[config.mk]
export PLATFORM = sky130hd
export DESIGN_NAME = updown_key_repeat_level_stepper
export DESIGN_NICKNAME = d
export VERILOG_FILES = /design/src/rtl/udkr_pkg.sv /design/src/rtl/udkr_action.sv /design/src/rtl/udkr_step.sv /design/src/rtl/updown_key_repeat_level_stepper.sv
export VERILOG_INCLUDE_DIRS = /design/src /design/src/rtl
export SDC_FILE = /design/constraint.sdc
export NUM_CORES = 1
export LEC_CHECK = 0
export BUFFER_PORTS_ARGS = -buffer_cell sky130_fd_sc_hd__buf_4
export CAP_MARGIN = 20
export CORE_MARGIN = 3
export CORE_UTILIZATION = 55
export CTS_CLUSTER_SIZE = 14
export DETAILED_ROUTE_END_ITERATION = 8
export GPL_TIMING_DRIVEN = 0
export PLACE_DENSITY = 0.76
export REMOVE_ABC_BUFFERS = 1
export SLEW_MARGIN = 40
export SYNTH_ARGS = -nofsm -noshare
export SYNTH_HDL_FRONTEND = slang
export SYNTH_SLANG_ARGS = --single-unit
[constraint.sdc]
create_clock -name clock -period 8.7 [get_ports clock]
set_input_delay 0.435 -clock clock [delete_from_list [all_inputs] [get_ports clock]]
set_output_delay 0.435 -clock clock [all_outputs]
set_load 0.02 [all_outputs]
[src/rtl/assert_macros.svh]
// assertion macros shared by the stepper rtl
// no dependencies; included by the modules that carry checks
`ifndef ASSERT_MACROS_SVH
`define ASSERT_MACROS_SVH

// check sampled on the clock, suspended while reset is high
`define CHK_SYNC(lbl, clk, rst, prop) \
   lbl: assert property (@(posedge clk) disable iff (rst) prop) \
      else $error("%m: check failed");

// check sampled on the clock, active during reset too
`define CHK_ALWAYS(lbl, clk, prop) \
   lbl: assert property (@(posedge clk) prop) \
      else $error("%m: check failed");

`endif

[src/rtl/udkr_pkg.sv]
// shared types, codes and the event table of the up/down key stepper
// no dependencies
package udkr_pkg;

   localparam int COUNTER_WIDTH_DEF = 16;
   localparam int TOP_LEVEL_DEF     = 11;
   localparam int TICK_WIDTH        = 16;

   // action codes
   localparam logic [1:0] ACT_NONE = 2'd0;
   localparam logic [1:0] ACT_UP   = 2'd1;
   localparam logic [1:0] ACT_DOWN = 2'd2;
   localparam logic [1:0] ACT_HOLD = 2'd3;

   // button events
   localparam logic [2:0] EV_NONE    = 3'd0;
   localparam logic [2:0] EV_BOTH    = 3'd1;
   localparam logic [2:0] EV_UP_EDGE = 3'd2;
   localparam logic [2:0] EV_DN_EDGE = 3'd3;
   localparam logic [2:0] EV_UP_HOLD = 3'd4;
   localparam logic [2:0] EV_DN_HOLD = 3'd5;

   // register indexes
   localparam logic [2:0] CSR_STEP_MIN     = 3'd0;
   localparam logic [2:0] CSR_STEP_MAX     = 3'd1;
   localparam logic [2:0] CSR_STEP_DEFAULT = 3'd2;
   localparam logic [2:0] CSR_STEP_INC     = 3'd3;
   localparam logic [2:0] CSR_LONG_PRESS   = 3'd4;
   localparam logic [2:0] CSR_REPEAT       = 3'd5;

   // register reset values
   localparam logic [7:0]            STEP_MIN_RST     = 8'd1;
   localparam logic [7:0]            STEP_MAX_RST     = 8'd11;
   localparam logic [7:0]            STEP_DEFAULT_RST = 8'd6;
   localparam logic [7:0]            STEP_INC_RST     = 8'd1;
   localparam logic [TICK_WIDTH-1:0] LONG_PRESS_RST   = 16'd50;
   localparam logic [TICK_WIDTH-1:0] REPEAT_RST       = 16'd24;

   typedef struct packed {
      logic       judge_enable;
      logic       up_pressed;
      logic       down_pressed;
      logic [7:0] stored_step;
      logic       store_accepts;
   } req_type;

   typedef struct packed {
      logic [1:0] action;
      logic [7:0] current_step;
      logic [7:0] display_level;
      logic       write_request;
      logic [7:0] write_value;
   } rsp_type;

   typedef struct packed {
      logic [7:0]            step_min;
      logic [7:0]            step_max;
      logic [7:0]            step_default;
      logic [7:0]            step_increment;
      logic [TICK_WIDTH-1:0] long_press_ticks;
      logic [TICK_WIDTH-1:0] repeat_ticks;
   } cfg_type;

   // history bits: 0 up now, 1 up before, 2 down now, 3 down before
   function automatic logic [2:0] classify(input logic [3:0] hist);
      logic [2:0] ev;
      unique case (hist)
         4'h0, 4'h2, 4'h8, 4'hA: ev = EV_NONE;
         4'h1, 4'h9:             ev = EV_UP_EDGE;
         4'h3, 4'hB:             ev = EV_UP_HOLD;
         4'h4, 4'h6:             ev = EV_DN_EDGE;
         4'hC, 4'hE:             ev = EV_DN_HOLD;
         4'h5, 4'h7, 4'hD, 4'hF: ev = EV_BOTH;
         default:                ev = EV_NONE;
      endcase
      return ev;
   endfunction

endpackage

[src/rtl/udkr_action.sv]
// button history, event decode and the two hold counters
// depends on udkr_pkg and assert_macros.svh
`include "assert_macros.svh"

module udkr_action #(
   parameter int COUNTER_WIDTH = udkr_pkg::COUNTER_WIDTH_DEF
) (
   input  logic              clock,
   input  logic              reset,
   input  logic              advance,
   input  udkr_pkg::req_type item,
   input  udkr_pkg::cfg_type cfg,
   output logic [1:0]        action
);
   import udkr_pkg::*;

   localparam int CMP_WIDTH = (COUNTER_WIDTH > TICK_WIDTH) ? COUNTER_WIDTH : TICK_WIDTH;
   localparam logic [COUNTER_WIDTH-1:0] CNT_MAX = {COUNTER_WIDTH{1'b1}};

   logic [3:0]               hist_ff, hist_in;
   logic [COUNTER_WIDTH-1:0] up_cnt_ff, up_cnt_in;
   logic [COUNTER_WIDTH-1:0] dn_cnt_ff, dn_cnt_in;
   logic [COUNTER_WIDTH-1:0] up_inc, dn_inc, reload;
   logic [TICK_WIDTH-1:0]    reload_raw;
   logic [CMP_WIDTH-1:0]     long_ext, up_ext, dn_ext, reload_ext, max_ext;
   logic [2:0]               ev;

   assign hist_in = item.judge_enable
      ? {hist_ff[2], item.down_pressed, hist_ff[0], item.up_pressed} : 4'h0;
   assign ev = item.judge_enable ? classify(hist_in) : EV_NONE;

   assign up_inc = (up_cnt_ff != CNT_MAX) ? up_cnt_ff + 1'b1 : up_cnt_ff;
   assign dn_inc = (dn_cnt_ff != CNT_MAX) ? dn_cnt_ff + 1'b1 : dn_cnt_ff;

   assign reload_raw = (cfg.repeat_ticks <= cfg.long_press_ticks)
      ? cfg.long_press_ticks - cfg.repeat_ticks : '0;
   assign reload_ext = CMP_WIDTH'(reload_raw);
   assign max_ext    = CMP_WIDTH'(CNT_MAX);
   assign reload     = (reload_ext > max_ext) ? CNT_MAX : reload_ext[COUNTER_WIDTH-1:0];
   assign long_ext   = CMP_WIDTH'(cfg.long_press_ticks);
   assign up_ext     = CMP_WIDTH'(up_inc);
   assign dn_ext     = CMP_WIDTH'(dn_inc);

   always_comb begin
      action    = ACT_NONE;
      up_cnt_in = CNT_MAX;
      dn_cnt_in = CNT_MAX;
      unique case (ev)
         EV_BOTH, EV_UP_EDGE, EV_DN_EDGE: begin
            action    = (ev == EV_BOTH) ? ACT_HOLD : (ev == EV_UP_EDGE) ? ACT_UP : ACT_DOWN;
            up_cnt_in = '0;
            dn_cnt_in = '0;
         end
         EV_UP_HOLD: begin
            action    = ACT_HOLD;
            up_cnt_in = up_inc;
            dn_cnt_in = '0;
            if (up_ext >= long_ext) begin
               action    = ACT_UP;
               up_cnt_in = reload;
            end
         end
         EV_DN_HOLD: begin
            action    = ACT_HOLD;
            dn_cnt_in = dn_inc;
            up_cnt_in = '0;
            if (dn_ext >= long_ext) begin
               action    = ACT_DOWN;
               dn_cnt_in = reload;
            end
         end
         default: begin
            action    = ACT_NONE;
            up_cnt_in = CNT_MAX;
            dn_cnt_in = CNT_MAX;
         end
      endcase
   end

   always_ff @(posedge clock) begin
      if (reset) begin
         hist_ff   <= 4'h0;
         up_cnt_ff <= CNT_MAX;
         dn_cnt_ff <= CNT_MAX;
      end else if (advance) begin
         hist_ff   <= hist_in;
         up_cnt_ff <= up_cnt_in;
         dn_cnt_ff <= dn_cnt_in;
      end
   end

   `CHK_SYNC(a_disable_saturates, clock, reset,
      advance && !item.judge_enable |=> up_cnt_ff == CNT_MAX && dn_cnt_ff == CNT_MAX)
   `CHK_SYNC(a_one_counter_runs, clock, reset,
      advance && (ev == EV_UP_HOLD || ev == EV_DN_HOLD) |=> up_cnt_ff == '0 || dn_cnt_ff == '0)
   `CHK_ALWAYS(a_reset_state, clock,
      reset |=> hist_ff == 4'h0 && up_cnt_ff == CNT_MAX)

endmodule

[src/rtl/udkr_step.sv]
// step register, saturating step update, storage write and display level
// depends on udkr_pkg and assert_macros.svh
`include "assert_macros.svh"

module udkr_step #(
   parameter int TOP_LEVEL = udkr_pkg::TOP_LEVEL_DEF
) (
   input  logic              clock,
   input  logic              reset,
   input  logic              advance,
   input  logic [1:0]        action,
   input  udkr_pkg::req_type item,
   input  udkr_pkg::cfg_type cfg,
   output udkr_pkg::rsp_type result
);
   import udkr_pkg::*;

   localparam logic [7:0] TOP = 8'(TOP_LEVEL);

   logic [7:0] step_ff, step_in;
   logic [7:0] base, next, shown;
   logic [8:0] up_sum, dn_floor;
   logic       wreq;

   assign base     = (cfg.step_min <= item.stored_step && item.stored_step <= cfg.step_max)
      ? item.stored_step : step_ff;
   assign up_sum   = {1'b0, base} + {1'b0, cfg.step_increment};
   assign dn_floor = {1'b0, cfg.step_min} + {1'b0, cfg.step_increment};

   always_comb begin
      next = base;
      if (action == ACT_UP) begin
         next = (up_sum <= {1'b0, cfg.step_max}) ? up_sum[7:0] : cfg.step_max;
      end else if (action == ACT_DOWN) begin
         next = ({1'b0, base} >= dn_floor) ? base - cfg.step_increment : cfg.step_min;
      end
   end

   assign wreq    = (action == ACT_UP || action == ACT_DOWN) && next != base;
   assign step_in = (wreq && item.store_accepts) ? next : base;
   assign shown   = (cfg.step_min <= step_in && step_in <= cfg.step_max)
      ? step_in : cfg.step_default;

   assign result.action        = action;
   assign result.current_step  = step_in;
   assign result.display_level = (shown <= TOP) ? TOP - shown : 8'd0;
   assign result.write_request = wreq;
   assign result.write_value   = wreq ? next : 8'd0;

   always_ff @(posedge clock) begin
      if (reset) begin
         step_ff <= STEP_DEFAULT_RST;
      end else if (advance) begin
         step_ff <= step_in;
      end
   end

   `CHK_SYNC(a_write_only_on_step, clock, reset,
      wreq |-> action == ACT_UP || action == ACT_DOWN)
   `CHK_SYNC(a_accepted_write_kept, clock, reset,
      advance && wreq && item.store_accepts |=> step_ff == $past(next))

endmodule

[src/rtl/updown_key_repeat_level_stepper.sv]
// top level of the up/down key auto-repeat stepper: handshake, config regs
// depends on udkr_pkg, udkr_action, udkr_step and assert_macros.svh
// a word accepted goes to the input register, then to the result register once that is free
// throughput: one word per cycle while the result side does not stall
// reset (synchronous, active high) restores register defaults, clears history,
// saturates both hold counters and loads the step with the default step
`include "assert_macros.svh"

module updown_key_repeat_level_stepper #(
   parameter int COUNTER_WIDTH = udkr_pkg::COUNTER_WIDTH_DEF,
   parameter int TOP_LEVEL     = udkr_pkg::TOP_LEVEL_DEF
) (
   input  logic              clock,
   input  logic              reset,
   // tick words in
   input  logic              req_valid,
   output logic              req_stall,
   input  udkr_pkg::req_type req_data,
   // result words out
   output logic              rsp_valid,
   input  logic              rsp_stall,
   output udkr_pkg::rsp_type rsp_data,
   // register writes
   input  logic              csr_valid,
   output logic              csr_ready,
   input  logic [2:0]        csr_index,
   input  logic [15:0]       csr_data
);
   import udkr_pkg::*;

   // configuration registers
   cfg_type cfg_ff;

   // input register
   logic    in_valid_ff, in_valid_in;
   req_type in_ff;

   // result register
   logic    rsp_valid_ff, rsp_valid_in;
   rsp_type rsp_ff;

   logic       fire;
   logic [1:0] action;
   rsp_type    result;

   // the tick in the input register is processed when the result register frees up
   assign fire      = in_valid_ff && (!rsp_valid_ff || !rsp_stall);
   assign req_stall = in_valid_ff && !fire;
   assign csr_ready = 1'b1;

   assign in_valid_in  = (req_valid && !req_stall) ? 1'b1 : (fire ? 1'b0 : in_valid_ff);
   assign rsp_valid_in = fire ? 1'b1 : ((rsp_valid_ff && !rsp_stall) ? 1'b0 : rsp_valid_ff);

   always_ff @(posedge clock) begin
      if (reset) begin
         in_valid_ff  <= 1'b0;
         rsp_valid_ff <= 1'b0;
      end else begin
         in_valid_ff  <= in_valid_in;
         rsp_valid_ff <= rsp_valid_in;
      end
   end

   // payload registers, no reset
   always_ff @(posedge clock) begin
      if (req_valid && !req_stall) begin
         in_ff <= req_data;
      end
      if (fire) begin
         rsp_ff <= result;
      end
   end

   // register file, writes beyond the list are dropped
   always_ff @(posedge clock) begin
      if (reset) begin
         cfg_ff.step_min         <= STEP_MIN_RST;
         cfg_ff.step_max         <= STEP_MAX_RST;
         cfg_ff.step_default     <= STEP_DEFAULT_RST;
         cfg_ff.step_increment   <= STEP_INC_RST;
         cfg_ff.long_press_ticks <= LONG_PRESS_RST;
         cfg_ff.repeat_ticks     <= REPEAT_RST;
      end else if (csr_valid && csr_ready) begin
         unique case (csr_index)
            CSR_STEP_MIN:     cfg_ff.step_min         <= csr_data[7:0];
            CSR_STEP_MAX:     cfg_ff.step_max         <= csr_data[7:0];
            CSR_STEP_DEFAULT: cfg_ff.step_default     <= csr_data[7:0];
            CSR_STEP_INC:     cfg_ff.step_increment   <= csr_data[7:0];
            CSR_LONG_PRESS:   cfg_ff.long_press_ticks <= csr_data;
            CSR_REPEAT:       cfg_ff.repeat_ticks     <= csr_data;
            default: begin
            end
         endcase
      end
   end

   // event decode and hold counters
   udkr_action #(
      .COUNTER_WIDTH(COUNTER_WIDTH)
   ) u_action (
      .clock  (clock),
      .reset  (reset),
      .advance(fire),
      .item   (in_ff),
      .cfg    (cfg_ff),
      .action (action)
   );

   // step update and display level
   udkr_step #(
      .TOP_LEVEL(TOP_LEVEL)
   ) u_step (
      .clock  (clock),
      .reset  (reset),
      .advance(fire),
      .action (action),
      .item   (in_ff),
      .cfg    (cfg_ff),
      .result (result)
   );

   assign rsp_valid = rsp_valid_ff;
   assign rsp_data  = rsp_ff;

   `CHK_SYNC(a_stall_needs_item, clock, reset,
      req_stall |-> in_valid_ff && rsp_valid_ff && rsp_stall)
   `CHK_SYNC(a_fire_fills_result, clock, reset,
      fire |=> rsp_valid_ff)
   `CHK_ALWAYS(a_reset_empties, clock,
      reset |=> !in_valid_ff && !rsp_valid_ff)

endmodule

== Word-level counts from Yosys, hierarchy flattened ==
Memory sizes are Yosys's and may differ from the RTL's.
Cells that the tools add are included.

* $add $sub $neg: 7
* Order comparisons: 11
* Equality and inequality tests: 15
* Mux-type cells: 26
* Reduce and logical (&&, ||, !) cells: 26

{| class="wikitable"
|+ Operator list
! kind !! number
|-
| $mux W16 || 6
|-
| $pmux W16 S2 || 2
|-
| $mux W8 || 7
|-
| $add A16 B1 Y16 const B || 2
|-
| $ge A16 B16 Y1 || 2
|-
| $le A8 B8 Y1 || 4
|-
| $ne A16 B16 Y1 const B || 2
|-
| $add A8 B8 Y9 || 2
|-
| $gt A16 B16 Y1 const B || 1
|-
| $le A16 B16 Y1 || 1
|-
| $sub A16 B16 Y16 || 1
|-
| $eq A3 B2 Y1 const B || 4
|-
| $eq A3 B3 Y1 const B || 4
|-
| $reduce_and A2 Y1 || 6
|-
| $ge A8 B9 Y1 || 1
|-
| $le A9 B8 Y1 || 1
|-
| $le A8 B4 Y1 const B || 1
|-
| $logic_and A1 B1 Y1 || 8
|-
| $ne A8 B8 Y1 || 1
|-
| $reduce_or A4 Y1 || 2
|-
| $sub A4 B8 Y8 const A || 1
|-
| $sub A8 B8 Y8 || 1
|-
| $eq A3 B1 Y1 const B || 2
|-
| $mux W2 || 3
|-
| 11 further kinds || 20
|}

* Flip-flop bits (word level): 148
* Bits in read-only memories: 48
* Bits of input ports: 36
* Word-level logic and storage cells: 108
* Memories kept: 1

{| class="wikitable"
|+ Memory list
! memory !! depth !! width !! read ports !! clocked after Yosys merged registers in !! wr ports !! line !! RTL
|-
| (name not given) || 16 || 3 || 1 || 0 || 0 || udkr_pkg.sv:67 || <nowiki>unique case (hist)</nowiki>
|}

== Longest topological paths before layout ==
An unclocked memory read counts as a cell.

* Depth after elaboration: 18
* Mapped depth: 51
* Depth with buffers taken out: 48

== By module ==
From an unflattened synthesis, not the netlist that was laid out.

* Cells, all modules: 1,286
* Area, all modules: 11,519.8 um^2

{| class="wikitable"
|+ Modules (own cells, without submodules)
! module !! instances !! cells each !! area an instance (um^2) !! seq. area each (um^2)
|-
| udkr_action || 1 || 529 || 4,041.4 || 680.7
|-
| updown_key_repeat_level_stepper || 1 || 290 || 3,873.7 || 2,492.4
|-
| udkr_step || 1 || 467 || 3,604.7 || 160.2
|}

== Worst setup path after synthesis ==
Ideal clock, no wire load.

* Path type: reg2reg
* Start: register u_action.dn_cnt_ff[3]
* End: register rsp_ff (netlist bit rsp_data[14]), data pin
* Setup time: 0.255 ns
* Arrival: 8.693 ns
* Data required time: 8.445 ns
* Setup slack: -0.249 ns
* Stages on the path, launching flop included: 51
* Cells stage by stage: dfxtp_1 and4_1 and3_1 nand3_1 nor2_1 nand2_1 or3_1 clkbuf_1 xnor2_1 ha_1 nand2b_1 a21o_1 a21o_1 a21o_1 a21o_1 a21o_1 a211oi_1 o21ai_0 [... 15 more ...] mux2i_1 inv_1 ha_1 nor2b_1 o21a_1 o21ai_0 nand2b_1 a21oi_1 o21ai_0 a21oi_1 o31a_1 o21ai_1 mux2_2 ha_1 nand3_1 a21oi_1 o22a_1 and3_1

{| class="wikitable"
|+ RTL lines
! item !! line !! RTL
|-
| start, declared || udkr_action.sv:22 || <nowiki>logic [COUNTER_WIDTH-1:0] dn_cnt_ff, dn_cnt_in;</nowiki>
|-
| start signal, assigned || udkr_action.sv:88 || <nowiki>dn_cnt_ff <= dn_cnt_in;</nowiki>
|-
| end signal, assigned || updown_key_repeat_level_stepper.sv:70 || <nowiki>rsp_ff <= result;</nowiki>
|-
| end, declared || updown_key_repeat_level_stepper.sv:40 || <nowiki>rsp_type rsp_ff;</nowiki>
|}

==> flow_metrics.env <==
export IMPL_viasPerCell=6.14
export IMPL_crit_required_ps=9010
export IMPL_synth_cell_area_um2=10400
export IMPL_fin_skew_ps=12.0
export IMPL_dieArea_um2=20700
export IMPL_grt_pass1_wl_um=46400
export IMPL_seq_area_um2=3340
export IMPL_yosys_warnings=0
export IMPL_cts_sinks=147
export IMPL_grt_pass1_vias=8881
export IMPL_final_common_cell="nand2_1"
export IMPL_nNetsFinal=1508
export IMPL_fin_tns_setup_ps=-2150
export IMPL_wirelength_met1_um=13600
export IMPL_cts_root_buf="clkbuf_16"
export IMPL_synth_edf_count=39
export IMPL_final_hold_viol_count=0
export IMPL_crit_type="reg -> reg"
export IMPL_finalCriticalPeriod_ps=9070
export IMPL_num_vias=9734
export IMPL_ys_flop_type="dfxtp_1"
export IMPL_power_density_nw_per_um2=193
export IMPL_post_drt_wl_per_cell_um=19.2
export IMPL_cp_max_fo=6
export IMPL_ant_nets=0
export IMPL_layout_drive_gt1_share_pct=20.2
export IMPL_clkLatencyLatePin_ps=440
export IMPL_die_x_um=144
export IMPL_h_tree_depth=4
export IMPL_finalCritPeriodShare_pct=104
export IMPL_hpwl_um=19900
export IMPL_first_pass_iters=5
export IMPL_place_area_um2=11100
export IMPL_grt_ovfl_total=0
export IMPL_startpoint_type="flop"
export IMPL_violations="setup timing"
export IMPL_min_path_type="in -> reg"
export IMPL_synth_seq_area_share_pct=32.0
export IMPL_end_kind="flop"
export IMPL_critPathMostFrequentCell="ha_1"
export IMPL_p_seq_share_pct=31.5
export IMPL_synthArstFlopShare_pct=0
export IMPL_io_pins=66
export IMPL_critPathMaxStageDelay_ps=480
export IMPL_drv_slew=0
export IMPL_drc=0
export IMPL_arrival_ps=9380
export IMPL_multiInputGateArea_um2=7150
export IMPL_stdcell_area_um2=12700
export IMPL_clockBufferDepth=2
export IMPL_synth_area_top_cells="dfxtp_1 21%, ha_1 15%, edfxtp_1 11%, a21oi_1 6.4%, nand2_1 6.3%"
export IMPL_routed_wirelength_um=30500
export IMPL_gp_congestion=0.950
export IMPL_top_layer_used="met4"
export IMPL_p_leak_nw=5.28
export IMPL_grt_antenna_before_repair=0
export IMPL_grt_util_all_layers_pct=28.4
export IMPL_route_met2_wl_um=13900
export IMPL_synthCells=1246
export IMPL_start_util_pct=57.1
export IMPL_rsz0062_at_grt="true"
export IMPL_synth_largest_area_cell="dfxtp_1"
export IMPL_p_int_mw=1.58
export IMPL_grt_max_degree=80
export IMPL_cap_violations=0
export IMPL_swShare_pct=36.0
export IMPL_setup_viol=7
export IMPL_die_h_um=144
export IMPL_wl_met3_um=2100
export IMPL_ir_worst_vdd_mv=0.133
export IMPL_core_area_um2=18300
export IMPL_power_switching_uw=887
export IMPL_synth_top_area_share_pct=20.7
export IMPL_yosysUniqueCellTypes=75
export IMPL_ys_seq_elements=147
export IMPL_clock_power_share_pct=30.4
export IMPL_nFillCells=1382
export IMPL_fin_ws_ps=-374
export IMPL_rows=49
export IMPL_clkTransAtPathRegs_ps=70
export IMPL_slew_headroom_pct=41.9
export IMPL_syn_avg_cell_area_um2=8.37
export IMPL_layout_common_cells="174 x nand2_1, 125 x a21oi_1, 111 x ha_1, 111 x buf_4, 99 x dfxtp_1"
export IMPL_port_buffers=64
export IMPL_cts_buffers_inserted=17
export IMPL_tightest_slew_ps=861
export IMPL_cp_slowest_cell="edfxtp_1"
export IMPL_cts_tree="done"
export IMPL_fmax_mhz=110
export IMPL_antenna_cells=0
export IMPL_drtIter0Drc=1111
export IMPL_combPwrFrac_pct=38.1
export IMPL_status="complete, but fails checks"
export IMPL_syn_to_final_growth_pct=22.2
## per-stage QoR
stage                     hold WS, ps  cells  setup WS, ps  utilization (%)  total power, mW
after floorplan                   430   1199          -845                -             1.33
after global placement            445   1492         -2930             60.2             1.49
after detailed placement          449   1497         -2220             60.9             1.53
after CTS                         165   1569         -3.09             68.0             2.37
after global routing              164   1585          -634             69.8             2.57
final                             167   1585          -374             69.8             2.47
## synthesized netlist by cell type (4+ instances only)
| cell type | n |
|---|---|
| nand2_1 | 174 |
| a21oi_1 | 133 |
| ha_1 | 125 |
| dfxtp_1 | 108 |
| inv_1 | 98 |
| nor2_1 | 68 |
| o21ai_0 | 51 |
| xnor2_1 | 46 |
| nand3_1 | 41 |
| edfxtp_1 | 39 |
| clkbuf_1 | 38 |
| mux2i_1 | 23 |
| a21o_1 | 22 |
| o21a_1 | 20 |
| xor2_1 | 19 |
| and3_1 | 15 |
| nand2b_1 | 15 |
| nor2b_1 | 15 |
| o211ai_1 | 14 |
| and2_1 | 13 |
| nand4_1 | 13 |
| nor3_1 | 12 |
| a31oi_1 | 11 |
| a211oi_1 | 9 |
| o21bai_1 | 9 |
| or3_1 | 9 |
| nand3b_1 | 8 |
| a211o_1 | 7 |
| o21ai_1 | 5 |
| o31a_1 | 5 |
| buf_1 | 4 |
| fa_1 | 4 |
| mux2_4 | 4 |
| o221ai_1 | 4 |
## final timing paths
| path | startpoint | to | slack, ps | cells past startpoint |
|---|---|---|---|---|
| max reg2reg | in_ff[4] | rsp_data[14] | -370 | 44 |
| max | in_ff[4] | rsp_data[14] | -370 | 44 |
| min | req_data[5] | in_ff[5] | 170 | 1 |
| min reg2reg | cfg_ff[5] | cfg_ff[5] | 450 | 2 |
## layer usage
metal	up-vias	GRT usage (%)
met5	-	0
li1	4581	-
met4	0	9.12
met1	4616	40.8
met2	462	43.8
met3	75	4.36
## power by group through the flow
stage          sequential [mW]  combinational, mW  clock, mW
3_5_place_dp             0.786              0.746          0
6_report                 0.775              0.940      0.750
5_1_grt                  0.779               1.02      0.779
3_3_place_gp             0.785              0.709          0
4_1_cts                  0.773              0.848      0.751
2_1_floorplan            0.792              0.534          0
## critical path, delay by kind of cell, from the launching register on
family,cells,cell delay (ps)
buffers and inverters,5,520
xor gates and xnor gates,1,260
muxes,5,1430
DFF,1,480
adders and majority gates,5,1370
AOI/OAI and AO/OA,20,3630
and+or+nand+nor,8,1210
## logic make-up (layout without fill, tap and decap cells)
kind of cell | Yosys count | count (layout) | share of synthesized area (%)
fa+ha+maj | 130 | 130 | 15.9
compound gates | 326 | 327 | 19.9
mux | 34 | 34 | 3.72
flops | 147 | 147 | 32.0
other cells | 1 | 1 | 0.0359
xor+xnor | 65 | 65 | 5.46
simple gates | 396 | 396 | 17.6
buf+inv | 147 | 256 | 5.43
## state kept, by name, summed over array words and instances, names as in the netlist
signal and count:
in_ff 12, u_action.dn_cnt_ff 16, in_valid_ff 1, cfg_ff 64
u_action.hist_ff 2, u_action.up_cnt_ff 16, rsp_valid 1, rsp_data 27
u_step.step_ff 8
## layout make-up
class	instances	share of cell area (%)
flip-flops and latches	147	26.2
repair buffers	124	7.83
clock inverters	13	1.04
well taps	229	2.25
clock buffers	19	3.56
multi-input cells	953	56.1
inverters	100	3.02
## repair_timing
| item | 4_1_cts | 5_1_grt |
|---|---|---|
| gates cloned | 1 | 1 |
| setup endpoints to repair | 8 | 8 |
| setup buffers | 39 | 15 |
| endpoints found under the hold margin | 0 | 0 |
| resized for setup | 88 | 43 |
| hold buffers | 0 | 0 |
| pin swaps | 33 | 35 |
No activity file was read; power rests on OpenSTA's default activity.
